**config.mk**
```make
export PLATFORM = sky130hd
export DESIGN_NAME = operator_precedence_parser
export DESIGN_NICKNAME = d
export VERILOG_FILES = /design/src/sv/opp_pkg.sv /design/src/sv/opp_cell.sv /design/src/sv/opp_seq.sv /design/src/sv/operator_precedence_parser.sv
export SDC_FILE = /design/constraint.sdc
export NUM_CORES = 1
export LEC_CHECK = 0
export ABC_AREA = 1
export BUFFER_PORTS_ARGS = -buffer_cell sky130_fd_sc_hd__buf_2
export CAP_MARGIN = 10
export CORE_AREA = 2 2 230 232
export CTS_CLUSTER_DIAMETER = 120
export CTS_CLUSTER_SIZE = 8
export DETAILED_ROUTE_END_ITERATION = 10
export DIE_AREA = 0 0 232 234
export GPL_TIMING_DRIVEN = 0
export PLACE_DENSITY = 0.88
export SETUP_SLACK_MARGIN = 0.4
export SYNTH_ARGS = -nofsm -noshare
export SYNTH_HDL_FRONTEND = slang
export SYNTH_HIERARCHICAL = 1
export SYNTH_SLANG_ARGS = --single-unit
```
**constraint.sdc**
```tcl
create_clock -name clock -period 19.8 [get_ports clock]
set_input_delay 3.96 -clock clock [delete_from_list [all_inputs] [get_ports clock]]
set_output_delay 3.96 -clock clock [all_outputs]
set_load 0.005 [all_outputs]
```
**src/sv/opp_pkg.sv**
```systemverilog
// opp_pkg: shared types, symbol codes, precedence table and character classifier
// for the operator precedence parser. No dependencies.
package opp_pkg;

   localparam int STACK_DEPTH = 128;
   localparam int SP_W        = $clog2(STACK_DEPTH);
   localparam int SYM_W       = 4;
   localparam int LIMIT_W     = 10;
   localparam int RED_W       = 8;

   // stack symbol codes
   localparam logic [SYM_W-1:0] SYM_PLUS  = 4'd0;
   localparam logic [SYM_W-1:0] SYM_MINUS = 4'd1;
   localparam logic [SYM_W-1:0] SYM_MUL   = 4'd2;
   localparam logic [SYM_W-1:0] SYM_DIV   = 4'd3;
   localparam logic [SYM_W-1:0] SYM_LP    = 4'd4;
   localparam logic [SYM_W-1:0] SYM_RP    = 4'd5;
   localparam logic [SYM_W-1:0] SYM_ID    = 4'd6;
   localparam logic [SYM_W-1:0] SYM_END   = 4'd7;
   localparam logic [SYM_W-1:0] SYM_E     = 4'd8;

   // input characters
   localparam logic [7:0] CH_PLUS  = 8'h2b;
   localparam logic [7:0] CH_MINUS = 8'h2d;
   localparam logic [7:0] CH_MUL   = 8'h2a;
   localparam logic [7:0] CH_DIV   = 8'h2f;
   localparam logic [7:0] CH_LP    = 8'h28;
   localparam logic [7:0] CH_RP    = 8'h29;
   localparam logic [7:0] CH_END   = 8'h23;
   localparam logic [7:0] CH_A     = 8'h61;
   localparam logic [7:0] CH_Z     = 8'h7a;

   localparam logic [LIMIT_W-1:0] LIMIT_RESET = 10'd50;
   localparam logic [LIMIT_W-1:0] COUNT_MAX   = 10'd1023;
   localparam logic [RED_W-1:0]   RED_MAX     = 8'd255;

   typedef enum logic [2:0] {
      REL_NONE = 3'd0,
      REL_LT   = 3'd1,
      REL_EQ   = 3'd2,
      REL_GT   = 3'd3,
      REL_ACC  = 3'd4
   } rel_type;

   typedef enum logic [2:0] {
      ST_SHIFTED     = 3'd0,
      ST_ACCEPTED    = 3'd1,
      ST_BAD_SYMBOL  = 3'd2,
      ST_NO_RELATION = 3'd3,
      ST_NO_REDUCE   = 3'd4,
      ST_STEP_LIMIT  = 3'd5,
      ST_OVERFLOW    = 3'd6,
      ST_DISCARDED   = 3'd7
   } status_type;

   typedef enum logic [1:0] {
      CELL_HOLD,
      CELL_LOAD_UP,
      CELL_LOAD_DOWN2
   } cell_op_type;

   typedef enum logic {
      FSM_IDLE,
      FSM_RUN
   } state_type;

   typedef struct packed {
      cell_op_type      top_op;
      cell_op_type      rest_op;
      logic [SYM_W-1:0] top_val;
   } cell_ctrl_type;

   typedef struct packed {
      logic       bad;
      logic [2:0] code;
   } class_type;

   // rows: top terminal, columns: incoming symbol, both in code order
   localparam logic [0:63][2:0] REL_TABLE = {
      3'd3, 3'd3, 3'd1, 3'd1, 3'd1, 3'd3, 3'd1, 3'd3,
      3'd3, 3'd3, 3'd1, 3'd1, 3'd1, 3'd3, 3'd1, 3'd3,
      3'd3, 3'd3, 3'd3, 3'd3, 3'd1, 3'd3, 3'd1, 3'd3,
      3'd3, 3'd3, 3'd3, 3'd3, 3'd1, 3'd3, 3'd1, 3'd3,
      3'd1, 3'd1, 3'd1, 3'd1, 3'd1, 3'd2, 3'd1, 3'd0,
      3'd3, 3'd3, 3'd3, 3'd3, 3'd0, 3'd3, 3'd0, 3'd3,
      3'd3, 3'd3, 3'd3, 3'd3, 3'd0, 3'd3, 3'd0, 3'd3,
      3'd1, 3'd1, 3'd1, 3'd1, 3'd1, 3'd0, 3'd1, 3'd4
   };

   function automatic rel_type rel_lookup(input logic [2:0] top, input logic [2:0] sym);
      rel_lookup = rel_type'(REL_TABLE[{top, sym}]);
   endfunction

   function automatic class_type classify(input logic [7:0] c);
      class_type r;
      r.bad  = 1'b0;
      r.code = SYM_ID[2:0];
      if (c >= CH_A && c <= CH_Z) begin
         r.code = SYM_ID[2:0];
      end else begin
         case (c)
            CH_PLUS:  r.code = SYM_PLUS[2:0];
            CH_MINUS: r.code = SYM_MINUS[2:0];
            CH_MUL:   r.code = SYM_MUL[2:0];
            CH_DIV:   r.code = SYM_DIV[2:0];
            CH_LP:    r.code = SYM_LP[2:0];
            CH_RP:    r.code = SYM_RP[2:0];
            CH_END:   r.code = SYM_END[2:0];
            default:  r.bad  = 1'b1;
         endcase
      end
      return r;
   endfunction

endpackage

```
**src/sv/opp_cell.sv**
```systemverilog
// opp_cell: one entry of the shifting symbol stack; cell zero is the top.
// Depends on opp_pkg.
module opp_cell (
   input  logic                        clock,
   input  logic                        reset,
   input  opp_pkg::cell_op_type        op,
   input  logic [opp_pkg::SYM_W-1:0]   up_val,
   input  logic [opp_pkg::SYM_W-1:0]   down2_val,
   output logic [opp_pkg::SYM_W-1:0]   value
);

   logic [opp_pkg::SYM_W-1:0] value_ff;
   logic [opp_pkg::SYM_W-1:0] value_in;

   always_comb begin
      case (op)
         opp_pkg::CELL_HOLD:       value_in = value_ff;
         opp_pkg::CELL_LOAD_UP:    value_in = up_val;
         opp_pkg::CELL_LOAD_DOWN2: value_in = down2_val;
         default:                  value_in = value_ff;
      endcase
   end

   always_ff @(posedge clock) begin
      if (reset) begin
         value_ff <= opp_pkg::SYM_END;
      end else begin
         value_ff <= value_in;
      end
   end

   assign value = value_ff;

endmodule

```
**src/sv/opp_seq.sv**
```systemverilog
// opp_seq: transaction handshakes, step limit register and the shift/reduce
// sequencer that drives the cell row. Depends on opp_pkg.
module opp_seq (
   input  logic                          clock,
   input  logic                          reset,
   input  logic                          req_valid,
   output logic                          req_ready,
   input  logic [7:0]                    req_symbol,
   output logic                          rsp_valid,
   input  logic                          rsp_ready,
   output logic [2:0]                    rsp_status,
   output logic [opp_pkg::RED_W-1:0]     rsp_reductions,
   input  logic                          csr_wr_en,
   input  logic [opp_pkg::LIMIT_W-1:0]   csr_wr_data,
   input  logic [opp_pkg::SYM_W-1:0]     cell0,
   input  logic [opp_pkg::SYM_W-1:0]     cell1,
   input  logic [opp_pkg::SYM_W-1:0]     cell2,
   output opp_pkg::cell_ctrl_type        ctrl
);

   localparam logic [opp_pkg::SP_W-1:0] SP_MAX = opp_pkg::SP_W'(opp_pkg::STACK_DEPTH - 1);
   localparam logic [opp_pkg::SP_W-1:0] SP_TWO = opp_pkg::SP_W'(2);
   localparam logic [opp_pkg::SP_W-1:0] SP_ONE = opp_pkg::SP_W'(1);

   opp_pkg::state_type            state_ff, state_in;
   logic [2:0]                    sym_ff;
   logic                          bad_ff;
   logic                          end_ff;
   logic                          disc_ff, disc_in;
   logic [opp_pkg::SP_W-1:0]      sp_ff, sp_in;
   logic [opp_pkg::LIMIT_W-1:0]   count_ff, count_in;
   logic [opp_pkg::LIMIT_W-1:0]   limit_ff;
   logic [opp_pkg::RED_W-1:0]     reds_ff, reds_in;
   logic                          rsp_valid_ff, rsp_valid_in;
   opp_pkg::status_type           rsp_status_ff;
   logic [opp_pkg::RED_W-1:0]     rsp_reductions_ff;

   opp_pkg::class_type            cls;
   opp_pkg::rel_type              rel;
   opp_pkg::status_type           status;
   logic [opp_pkg::RED_W-1:0]     reds_out;
   logic [2:0]                    top_term;
   logic [opp_pkg::LIMIT_W-1:0]   count_inc;
   logic [opp_pkg::RED_W-1:0]     reds_inc;
   logic                          out_free;
   logic                          done;
   logic                          commit;
   logic                          accept;
   logic                          reduce_id;
   logic                          reduce_three;

   assign cls       = opp_pkg::classify(req_symbol);
   assign out_free  = !rsp_valid_ff || rsp_ready;
   assign req_ready = (state_ff == opp_pkg::FSM_IDLE);
   assign accept    = req_valid && req_ready;
   assign top_term  = (cell0 == opp_pkg::SYM_E) ? cell1[2:0] : cell0[2:0];
   assign rel       = opp_pkg::rel_lookup(top_term, sym_ff);
   assign count_inc = (count_ff == opp_pkg::COUNT_MAX) ? count_ff : count_ff + 1'b1;
   assign reds_inc  = (reds_ff == opp_pkg::RED_MAX) ? reds_ff : reds_ff + 1'b1;
   assign reduce_id = (cell0 == opp_pkg::SYM_ID);
   assign reduce_three = (sp_ff >= SP_TWO) &&
      ((cell0 == opp_pkg::SYM_E && cell1 <= opp_pkg::SYM_DIV && cell2 == opp_pkg::SYM_E) ||
       (cell0 == opp_pkg::SYM_RP && cell1 == opp_pkg::SYM_E && cell2 == opp_pkg::SYM_LP));
   assign commit    = (state_ff == opp_pkg::FSM_RUN) && done && out_free;

   // next state
   always_comb begin
      state_in = state_ff;
      case (state_ff)
         opp_pkg::FSM_IDLE: begin
            if (req_valid) begin
               state_in = opp_pkg::FSM_RUN;
            end
         end
         opp_pkg::FSM_RUN: begin
            if (done && out_free) begin
               state_in = opp_pkg::FSM_IDLE;
            end
         end
         default: state_in = opp_pkg::FSM_IDLE;
      endcase
   end

   // one shift or reduce decision per cycle while the output register is free
   always_comb begin
      done         = 1'b0;
      status       = opp_pkg::ST_SHIFTED;
      reds_out     = reds_ff;
      ctrl.top_op  = opp_pkg::CELL_HOLD;
      ctrl.rest_op = opp_pkg::CELL_HOLD;
      ctrl.top_val = cell0;
      sp_in        = sp_ff;
      count_in     = count_ff;
      reds_in      = reds_ff;
      disc_in      = disc_ff;
      if (accept) begin
         reds_in = '0;
      end
      if (state_ff == opp_pkg::FSM_RUN && out_free) begin
         if (disc_ff) begin
            done     = 1'b1;
            status   = opp_pkg::ST_DISCARDED;
            reds_out = '0;
         end else if (bad_ff) begin
            done     = 1'b1;
            status   = opp_pkg::ST_BAD_SYMBOL;
            reds_out = '0;
         end else begin
            case (rel)
               opp_pkg::REL_LT, opp_pkg::REL_EQ: begin
                  done = 1'b1;
                  if (sp_ff == SP_MAX) begin
                     status = opp_pkg::ST_OVERFLOW;
                  end else begin
                     ctrl.top_op  = opp_pkg::CELL_LOAD_UP;
                     ctrl.rest_op = opp_pkg::CELL_LOAD_UP;
                     ctrl.top_val = {1'b0, sym_ff};
                     sp_in        = sp_ff + SP_ONE;
                     count_in     = count_inc;
                     status = (count_inc >= limit_ff) ? opp_pkg::ST_STEP_LIMIT
                                                      : opp_pkg::ST_SHIFTED;
                  end
               end
               opp_pkg::REL_GT: begin
                  if (reduce_id || reduce_three) begin
                     ctrl.top_op  = opp_pkg::CELL_LOAD_UP;
                     ctrl.top_val = opp_pkg::SYM_E;
                     if (!reduce_id) begin
                        ctrl.rest_op = opp_pkg::CELL_LOAD_DOWN2;
                        sp_in        = sp_ff - SP_TWO;
                     end
                     reds_in  = reds_inc;
                     reds_out = reds_inc;
                     count_in = count_inc;
                     if (count_inc >= limit_ff) begin
                        done   = 1'b1;
                        status = opp_pkg::ST_STEP_LIMIT;
                     end
                  end else begin
                     done   = 1'b1;
                     status = opp_pkg::ST_NO_REDUCE;
                  end
               end
               opp_pkg::REL_ACC: begin
                  done   = 1'b1;
                  status = opp_pkg::ST_ACCEPTED;
               end
               default: begin
                  done   = 1'b1;
                  status = opp_pkg::ST_NO_RELATION;
               end
            endcase
         end
         if (done) begin
            if (end_ff) begin
               ctrl.top_op  = opp_pkg::CELL_LOAD_UP;
               ctrl.rest_op = opp_pkg::CELL_HOLD;
               ctrl.top_val = opp_pkg::SYM_END;
               sp_in        = '0;
               count_in     = '0;
               disc_in      = 1'b0;
            end else if (status != opp_pkg::ST_SHIFTED && status != opp_pkg::ST_ACCEPTED) begin
               disc_in = 1'b1;
            end
         end
      end
   end

   assign rsp_valid_in = (rsp_valid_ff && !rsp_ready) || commit;

   always_ff @(posedge clock) begin
      if (reset) begin
         state_ff     <= opp_pkg::FSM_IDLE;
         disc_ff      <= 1'b0;
         sp_ff        <= '0;
         count_ff     <= '0;
         reds_ff      <= '0;
         limit_ff     <= opp_pkg::LIMIT_RESET;
         rsp_valid_ff <= 1'b0;
      end else begin
         state_ff     <= state_in;
         disc_ff      <= disc_in;
         sp_ff        <= sp_in;
         count_ff     <= count_in;
         reds_ff      <= reds_in;
         rsp_valid_ff <= rsp_valid_in;
         if (csr_wr_en) begin
            limit_ff <= csr_wr_data;
         end
      end
   end

   always_ff @(posedge clock) begin
      if (accept) begin
         sym_ff <= cls.code;
         bad_ff <= cls.bad;
         end_ff <= (req_symbol == opp_pkg::CH_END);
      end
      if (commit) begin
         rsp_status_ff     <= status;
         rsp_reductions_ff <= reds_out;
      end
   end

   assign rsp_valid      = rsp_valid_ff;
   assign rsp_status     = rsp_status_ff;
   assign rsp_reductions = rsp_reductions_ff;

endmodule

```
**src/sv/operator_precedence_parser.sv**
```systemverilog
// operator_precedence_parser: top level, a row of stack cells and the sequencer.
// Depends on opp_pkg, opp_cell and opp_seq.
//
// Takes one character per req transaction and returns one rsp transaction with
// a status and a reduction count. The symbol stack is a row of STACK_DEPTH cells
// that shift as one: a push moves every entry down by one, a three-symbol
// reduction moves them up by two, so every stack action is one update of the row.
// A character is handled in steps: it is accepted, then each reduction it triggers
// is one step, and a final shift or decision step registers its result.
// Characters are handled one at a time; the next is accepted in
// the cycle after the previous result is registered, even if that result has not
// yet been taken, but no reduction or decision step is made while an untaken
// result waits in the output register. The step limit is written through
// csr_wr_en and csr_wr_data and resets to 50.
module operator_precedence_parser (
   input  logic                          clock,
   input  logic                          reset,
   input  logic                          req_valid,
   output logic                          req_ready,
   input  logic [7:0]                    req_symbol,
   output logic                          rsp_valid,
   input  logic                          rsp_ready,
   output logic [2:0]                    rsp_status,
   output logic [opp_pkg::RED_W-1:0]     rsp_reductions,
   input  logic                          csr_wr_en,
   input  logic [opp_pkg::LIMIT_W-1:0]   csr_wr_data
);

   opp_pkg::cell_ctrl_type      ctrl;
   logic [opp_pkg::SYM_W-1:0]   stack_val [opp_pkg::STACK_DEPTH];

   opp_seq u_seq (
      .clock          (clock),
      .reset          (reset),
      .req_valid      (req_valid),
      .req_ready      (req_ready),
      .req_symbol     (req_symbol),
      .rsp_valid      (rsp_valid),
      .rsp_ready      (rsp_ready),
      .rsp_status     (rsp_status),
      .rsp_reductions (rsp_reductions),
      .csr_wr_en      (csr_wr_en),
      .csr_wr_data    (csr_wr_data),
      .cell0          (stack_val[0]),
      .cell1          (stack_val[1]),
      .cell2          (stack_val[2]),
      .ctrl           (ctrl)
   );

   for (genvar k = 0; k < opp_pkg::STACK_DEPTH; k++) begin : g_cell
      logic [opp_pkg::SYM_W-1:0] up_val;
      logic [opp_pkg::SYM_W-1:0] down2_val;
      opp_pkg::cell_op_type      op;

      if (k == 0) begin : g_top
         assign up_val = ctrl.top_val;
         assign op     = ctrl.top_op;
      end else begin : g_rest
         assign up_val = stack_val[k-1];
         assign op     = ctrl.rest_op;
      end

      if (k + 2 < opp_pkg::STACK_DEPTH) begin : g_deep
         assign down2_val = stack_val[k+2];
      end else begin : g_last
         assign down2_val = stack_val[k];
      end

      opp_cell u_cell (
         .clock     (clock),
         .reset     (reset),
         .op        (op),
         .up_val    (up_val),
         .down2_val (down2_val),
         .value     (stack_val[k])
      );
   end

endmodule
```
==> results of run 1 <==
-- per-layer routing --
metal	GRT usage [%]	part of all wire (%)	vias up
met5	0	0	-
met4	9.555	2.2	0
met3	3.672	5.1	161
met2	48.76	48	842
met1	33.78	44	14073
li1	-	-	16449
-- layout make-up --
cell class	instances	area, sq um	share of cell area (%)
Clock inverter	2	25.02	0.06885
Multi-Input combinational cell	3381	15990	44.00
Timing Repair Buffer	63	520.5	1.432
Tap cell	688	860.8	2.369
Buffer	26	156.4	0.4303
Clock buffer	89	2131	5.863
Inverter	1376	5167	14.22
Sequential cell	566	11490	31.62
-- flip-flops by register name (all words and copies together), names as in the netlist --
name / count
u_seq/end_ff: 1
u_seq/state_ff: 1
u_seq/sym_ff: 3
u_seq/limit_ff: 10
u_seq/rsp_valid: 1
u_seq/rsp_reductions: 8
u_seq/count_ff: 10
u_seq/reds_ff: 8
u_seq/sp_ff: 7
u_seq/bad_ff: 1
u_seq/disc_ff: 1
u_seq/rsp_status: 3
g_cell.u_cell/value: 512
-- cells in the mapped netlist, drive strengths merged (13+ instances only) --
| master | count | area [sq um] |
|---|---|---|
| a21oi | 434 | 2183 |
| buf | 15 | 112.6 |
| dfxtp | 550 | 11010 |
| edfxtp | 16 | 480.5 |
| ha | 144 | 1802 |
| inv | 1376 | 5167 |
| nand2 | 1636 | 6173 |
| nand3 | 452 | 2277 |
| nand4 | 26 | 183.9 |
| nor2 | 453 | 1733 |
| o21ai | 56 | 284.0 |
| o21bai | 129 | 968.4 |
| xor2 | 13 | 113.9 |
-- final timing paths --
kind                                        start                     endpoint  slack [ns]  depth (start not counted)
worst max-delay path                    rsp_ready  g_cell[122].u_cell/value[3]       13.34                         19
worst min register to register  u_seq/limit_ff[2]            u_seq/limit_ff[2]        0.47                          2
worst max register to register  u_seq/count_ff[0]  g_cell[122].u_cell/value[3]       14.38                         28
worst min-delay path            u_seq/limit_ff[2]            u_seq/limit_ff[2]        0.47                          2
-- critical path, stage by stage --
cell                      delay [ns]
sky130_fd_sc_hd__buf_2          0.08
sky130_fd_sc_hd__inv_1          0.03
sky130_fd_sc_hd__nand2_1        0.09
sky130_fd_sc_hd__nand2_1        0.16
sky130_fd_sc_hd__inv_1          0.24
sky130_fd_sc_hd__nand2_1        0.20
sky130_fd_sc_hd__nor4_2         0.19
sky130_fd_sc_hd__buf_4          0.24
sky130_fd_sc_hd__buf_4          0.19
sky130_fd_sc_hd__buf_6          0.15
sky130_fd_sc_hd__buf_4          0.17
sky130_fd_sc_hd__buf_4          0.18
sky130_fd_sc_hd__buf_4          0.18
sky130_fd_sc_hd__buf_4          0.19
sky130_fd_sc_hd__ha_1           0.29
sky130_fd_sc_hd__inv_1          0.16
sky130_fd_sc_hd__nand2_1        0.07
sky130_fd_sc_hd__nor2_1         0.10
sky130_fd_sc_hd__nor2_1         0.05
-- power by group through the flow --
| stage | clock network, mW | registers [mW] | logic (mW) |
|---|---|---|---|
| 3_5_place_dp | 0 | 1.23 | 0.198 |
| 6_report | 1.22 | 1.21 | 0.203 |
| 4_1_cts | 1.24 | 1.21 | 0.200 |
| 2_1_floorplan | 0 | 1.22 | 0.145 |
| 3_3_place_gp | 0 | 1.23 | 0.200 |
| 5_1_grt | 1.29 | 1.22 | 0.230 |
-- through the flow --
step           TNS (ns)  worst slack (ns)
6_report              0             13.34
2_1_floorplan         0             3.554
5_1_grt               0             13.20
3_3_place_gp   -3997.51            -8.024
3_5_place_dp          0             12.83
4_1_cts               0             13.42
-- logic make-up after synthesis --
logic type	count (synthesis)	share of synthesized area [%]
adders and majority gates	144	5.494
other	1	0.01144
and+or+nand+nor	2585	31.95
DFF	566	35.04
muxes	1	0.03053
buffers and inverters	1402	16.23
xor gates and xnor gates	14	0.3739
AOI/OAI and AO/OA	636	10.86
==> parameters.txt, run 1 <==
Parameter                              Value

Power
  Leakage    21.17 nW
  Power density over the cells    just over 70 mW/mm^2
  Combinational fraction of design power    7.7%
  Net switching power    638.1 uW
  Fraction of power consumed by sequential logic    a little under half
  Largest voltage drop on the vdd net    65.31 uV
  Sw Ratio    between 20% and 30%
  Share of total power in the clock network    between 40% and 50%
  Internal Pwr Total    roughly 2 mW
  Power after layout    2.638 mW

Placed design
  Post-DP Area    between 0.03 and 0.04 sq mm
  Placed wire-length estimate after detailed placement    51.39 mm
  Number of buffers inserted by port buffering    35
  GP Congestion    between 0.9 and 1
  Cell count after placement    6,100

Cells and area
  Final standard cell area without fillers    0.03634 sq mm
  Count of non-filler cells in the finished layout    6,191
  Number of nets in the layout    5,661
  Final antenna diode count    0
  Count of filler cells inserted in the layout    4,347
  Ratio of cells with drive above 1 in the final layout    ~3.6%
  Highest-count cells in the layout ignoring fill and taps    sky130_fd_sc_hd__nand2_1, sky130_fd_sc_hd__inv_1, sky130_fd_sc_hd__dfxtp_1, sky130_fd_sc_hd__nand3_1, sky130_fd_sc_hd__nor2_1
  Final Util    69.86%
  Syn-to-layout area delta    10.83%
  Leading cell type in the layout, fill and taps excluded    sky130_fd_sc_hd__nand2_1

Global routing
  Total global-route track usage    27.34%
  First-pass GRT wire length    around 130 mm
  Vias in the first global route    29,508
  Global-route congestion overflow total    0
  Largest net degree at the start of global routing    approximately 170
  Antenna violations before repair    0

STA
  Unrepaired setup endpoints after global routing    false
  Clock period minus final worst setup slack    approximately 6.5 ns
  Hold_ws    around 0.47 ns
  Period Utilization, post-route    roughly a third
  Fmax    approximately 0.15 GHz
  Least-Margin Pin Slew    0.7167 ns
  Number of pins with negative max-slew slack in the final report    0
  Final setup violation count    0
  Final count of hold timing violations    0
  Layout Skew    0.02407 ns
  Worst rel slew slack    a little over half

Yosys
  Unique cell type count in the Yosys netlist    49
  Yosys warning count    6
  Total standard cell area after synthesis    0.03279 sq mm
  Mean instance size in the synthesized netlist    6.131 sq um
  Ys async rst share    0%
  Gate Count Post-Synth    5,349
  Total of flip-flops plus latches after synthesis    566
  Count of flip-flops with a built-in enable after synthesis    16
  Register area share after synthesis    35.04%
  Most common flop cell mapped by yosys    sky130_fd_sc_hd__dfxtp_1
  Syn Nets    approximately 5,500

Detailed routing
  DR vias    31,525
  Remaining antenna violation count after routing    0
  Detailed-route wire length    75.09 mm
  Via density per instance    5.092
  Wirelength per Cell    12.13 microns
  Drt drc    0
  TritonRoute pass-1 iters    7
  Number of violations reported at the end of detailed-routing iteration 0    roughly 2,700

Setup path
  Endpoint class of the critical path    flop
  Startpoint Class    input pin
  Data required time of the critical path    between 20 and 25 ns
  Crit-path max FO    9
  Arrival time at the worst endpoint    6.95 ns
  Crit Path Category    input pin to flop

Flow run
  Number of violations of the max-capacitance limit    0

Floorplan
  Die width    around 230 microns
  Die H    between 200 and 250 microns
  Starting Density    63.03%
  Top Ports    36
  Area enclosed by the die boundary    around 0.054 sq mm
  Placement row count    84
  Core Area    0.05202 sq mm

Hold path
  Type of the tightest min-delay check    flop to flop

Clock tree
  Post-cts sizing count    0
  Deepest clock path buffer count    3
  Clk Latency, worst-skew pair    0.62 ns
  CTS sink count    566
  Clock transition time at the flip-flop clock pins of the worst setup and hold paths    ~0.040 ns
  Root buffer cell    sky130_fd_sc_hd__clkbuf_16
  H-tree levels    3
  Post-CTS setup buffer count    0
  Cts bufs inserted    80
  CTS tree    built
  Number of buffers added to fix hold violations after cts    0

Status
  Run status    finished clean
Power figures use the tool's default switching activity.
==> run 2, diff against run 1 <==
clock period = 5.97 ns   (was 19.8 ns; I/O delays follow)
==> parameters.txt, run 2 (synthesized netlist as in run 1, its figures left out) <==
Parameter                              Value

STA
  Number of pins with negative max-slew slack in the final report    0 (unchanged)
  Layout Skew    0.02076 ns (was 0.02407 ns)
  Worst rel slew slack    45.44% (was 52.22%)
  Post-Route Setup TNS    0 ns (unchanged)
  Least-Margin Pin Slew    0.8164 ns (was 0.7167 ns)
  Smallest setup slack after layout    1.189 ns (was 13.34 ns)
  Period Utilization, post-route    between 80% and 90%
  Unrepaired setup endpoints after global routing    false (unchanged)
  Final count of hold timing violations    0 (unchanged)
  Clock period minus final worst setup slack    ~4.8 ns
  Fmax    0.2092 GHz
  Final setup violation count    0 (unchanged)
  Hold_ws    0.4754 ns (was 0.4713 ns)

Global routing
  Global-route congestion overflow total    0 (unchanged)
  Total global-route track usage    27.84% (was 27.34%)
  Vias in the first global route    29,642 (was 29,508)
  First-pass GRT wire length    130.2 mm (was 127.9 mm)
  Largest net degree at the start of global routing    163 (was 167)
  Antenna violations before repair    0 (unchanged)

Clock tree
  H-tree levels    3 (unchanged)
  CTS tree    built (unchanged)
  Number of buffers added to fix hold violations after cts    0 (unchanged)
  Clock transition time at the flip-flop clock pins of the worst setup and hold paths    0.06 ns (was 0.04 ns)
  Root buffer cell    sky130_fd_sc_hd__clkbuf_16 (unchanged)
  Clk Latency, worst-skew pair    0.61 ns (was 0.62 ns)
  CTS sink count    566 (unchanged)
  Post-cts sizing count    0 (unchanged)
  Post-CTS setup buffer count    0 (unchanged)
  Deepest clock path buffer count    3 (unchanged)
  Cts bufs inserted    80 (unchanged)

Detailed routing
  Wirelength per Cell    12.33 microns (was 12.13 microns)
  Detailed-route wire length    76.24 mm (was 75.09 mm)
  Drt drc    0 (unchanged)
  Number of violations reported at the end of detailed-routing iteration 0    2,383 (was 2,655)
  Via density per instance    5.072 (was 5.092)
  TritonRoute pass-1 iters    6 (was 7)
  Remaining antenna violation count after routing    0 (unchanged)
  DR vias    31,373 (was 31,525)

Setup path
  Crit-path slowest cell    sky130_fd_sc_hd__dfxtp_4 (was sky130_fd_sc_hd__ha_1)
  Arrival time at the worst endpoint    5.28 ns (was 6.95 ns)
  CP top delay family    simple AND/OR/NAND/NOR gates (was buffers and inverters)
  Crit Path Category    flop to flop (was input pin to flop)
  Crit-path max FO    12 (was 9)
  Buf+Inv Stages, Crit Path    7 (was 11)
  Endpoint class of the critical path    flop (unchanged)
  Most Frequent Cell on Critical Path    sky130_fd_sc_hd__buf_6 (was sky130_fd_sc_hd__buf_4)
  Startpoint Class    flop (was input pin)
  Data required time of the critical path    6.47 ns (was 20.29 ns)
  Max stage delay on crit path    0.39 ns (was 0.29 ns)

Cells and area
  Count of filler cells inserted in the layout    4,234 (was 4,347)
  Ratio of cells with drive above 1 in the final layout    4.493% (was 3.562%)
  Area used by sequential logic in the layout    0.01150 sq mm (was 0.01149 sq mm)
  Leading cell type in the layout, fill and taps excluded    sky130_fd_sc_hd__nand2_1 (unchanged)
  Final antenna diode count    0 (unchanged)
  Syn-to-layout area delta    11.10% (was 10.83%)
  Multi-input gate area    0.01606 sq mm (was 0.01599 sq mm)
  Highest-count cells in the layout ignoring fill and taps    sky130_fd_sc_hd__nand2_1, sky130_fd_sc_hd__inv_1, sky130_fd_sc_hd__dfxtp_1, sky130_fd_sc_hd__nand3_1, sky130_fd_sc_hd__nor2_1 (unchanged)
  Final standard cell area without fillers    0.03643 sq mm (was 0.03634 sq mm)
  Count of non-filler cells in the finished layout    6,185 (was 6,191)
  Final Util    70.03% (was 69.86%)
  Number of nets in the layout    5,652 (was 5,661)
  Number of flip-flops under the largest register name    512 (unchanged)

Floorplan
  Die width    232 microns (unchanged)
  Starting Density    63.03% (unchanged)
  Core Area    0.05202 sq mm (unchanged)
  Placement row count    84 (unchanged)
  Die H    234 microns (unchanged)
  Top Ports    36 (unchanged)
  Area enclosed by the die boundary    0.05429 sq mm (unchanged)

Placed design
  Cell count after placement    6,091 (was 6,100)
  GP Congestion    0.9366 (was 0.9389)
  Placed wire-length estimate after detailed placement    52.30 mm (was 51.39 mm)
  Worst slack after detailed placement    1.295 ns (was 12.83 ns)
  Post-DP Area    0.03427 sq mm (was 0.03419 sq mm)
  Number of buffers inserted by port buffering    35 (unchanged)

Hold path
  Type of the tightest min-delay check    flop to flop (unchanged)

Power
  Leakage    21.07 nW (was 21.17 nW)
  Power density over the cells    240.7 mW/mm^2 (was 72.59 mW/mm^2)
  Power after layout    8.771 mW (was 2.638 mW)
  Largest voltage drop on the vdd net    202.1 uV (was 65.31 uV)

Flow run
  Number of violations of the max-capacitance limit    0 (unchanged)

Status
  Run status    finished clean (unchanged)
-- run 2: cell types whose count changed in the layout (fill, tap and decap cells not counted), sizes merged --
cell and change:
buf -9, inv +3
-- run 2: path summary, 6_finish.rpt --
path | start | to | slack [ns] | cells past startpoint
max | u_seq/count_ff[0] | g_cell[99].u_cell/value[3] | 1.19 | 26
min | u_seq/limit_ff[3] | u_seq/limit_ff[3] | 0.48 | 2
max reg2reg | u_seq/count_ff[0] | g_cell[99].u_cell/value[3] | 1.19 | 26
min reg2reg | u_seq/limit_ff[3] | u_seq/limit_ff[3] | 0.48 | 2
-- run 2: cell type report --
cell class / count / area share, %
multi-input combinational: 3381 / 44.07
clock inverter: 5 / 0.2026
buffer: 26 / 0.4533
timing repair buffer: 54 / 1.432
clock buffer: 89 / 5.732
inverter: 1376 / 14.18
sequential: 566 / 31.56
tap: 688 / 2.363
-- run 2: power breakdown --
group | switching (mW) | internal [mW]
clock network | 1.62 | 2.44
logic | 0.437 | 0.242
registers | 0.103 | 3.92
-- run 2: worst register-to-register path: cells and delay by family (launching register included) --
kind | cells | cell delay (ns)
buffers and inverters | 7 | 1.21
AO/OA/AOI/OAI | 1 | 0.15
flip-flops | 1 | 0.39
adder cells (fa/ha/maj) | 3 | 0.77
AND/OR/NAND/NOR | 15 | 2.14
-- run 2: metal layers --
metal | share of wire (%) | GRT usage, % | vias to the layer above
met5 | 0 | 0 | -
met4 | 2.5 | 10.82 | 0
met3 | 5.1 | 3.624 | 180
met1 | 45 | 34.35 | 13872
li1 | - | - | 16441
met2 | 48 | 49.31 | 880
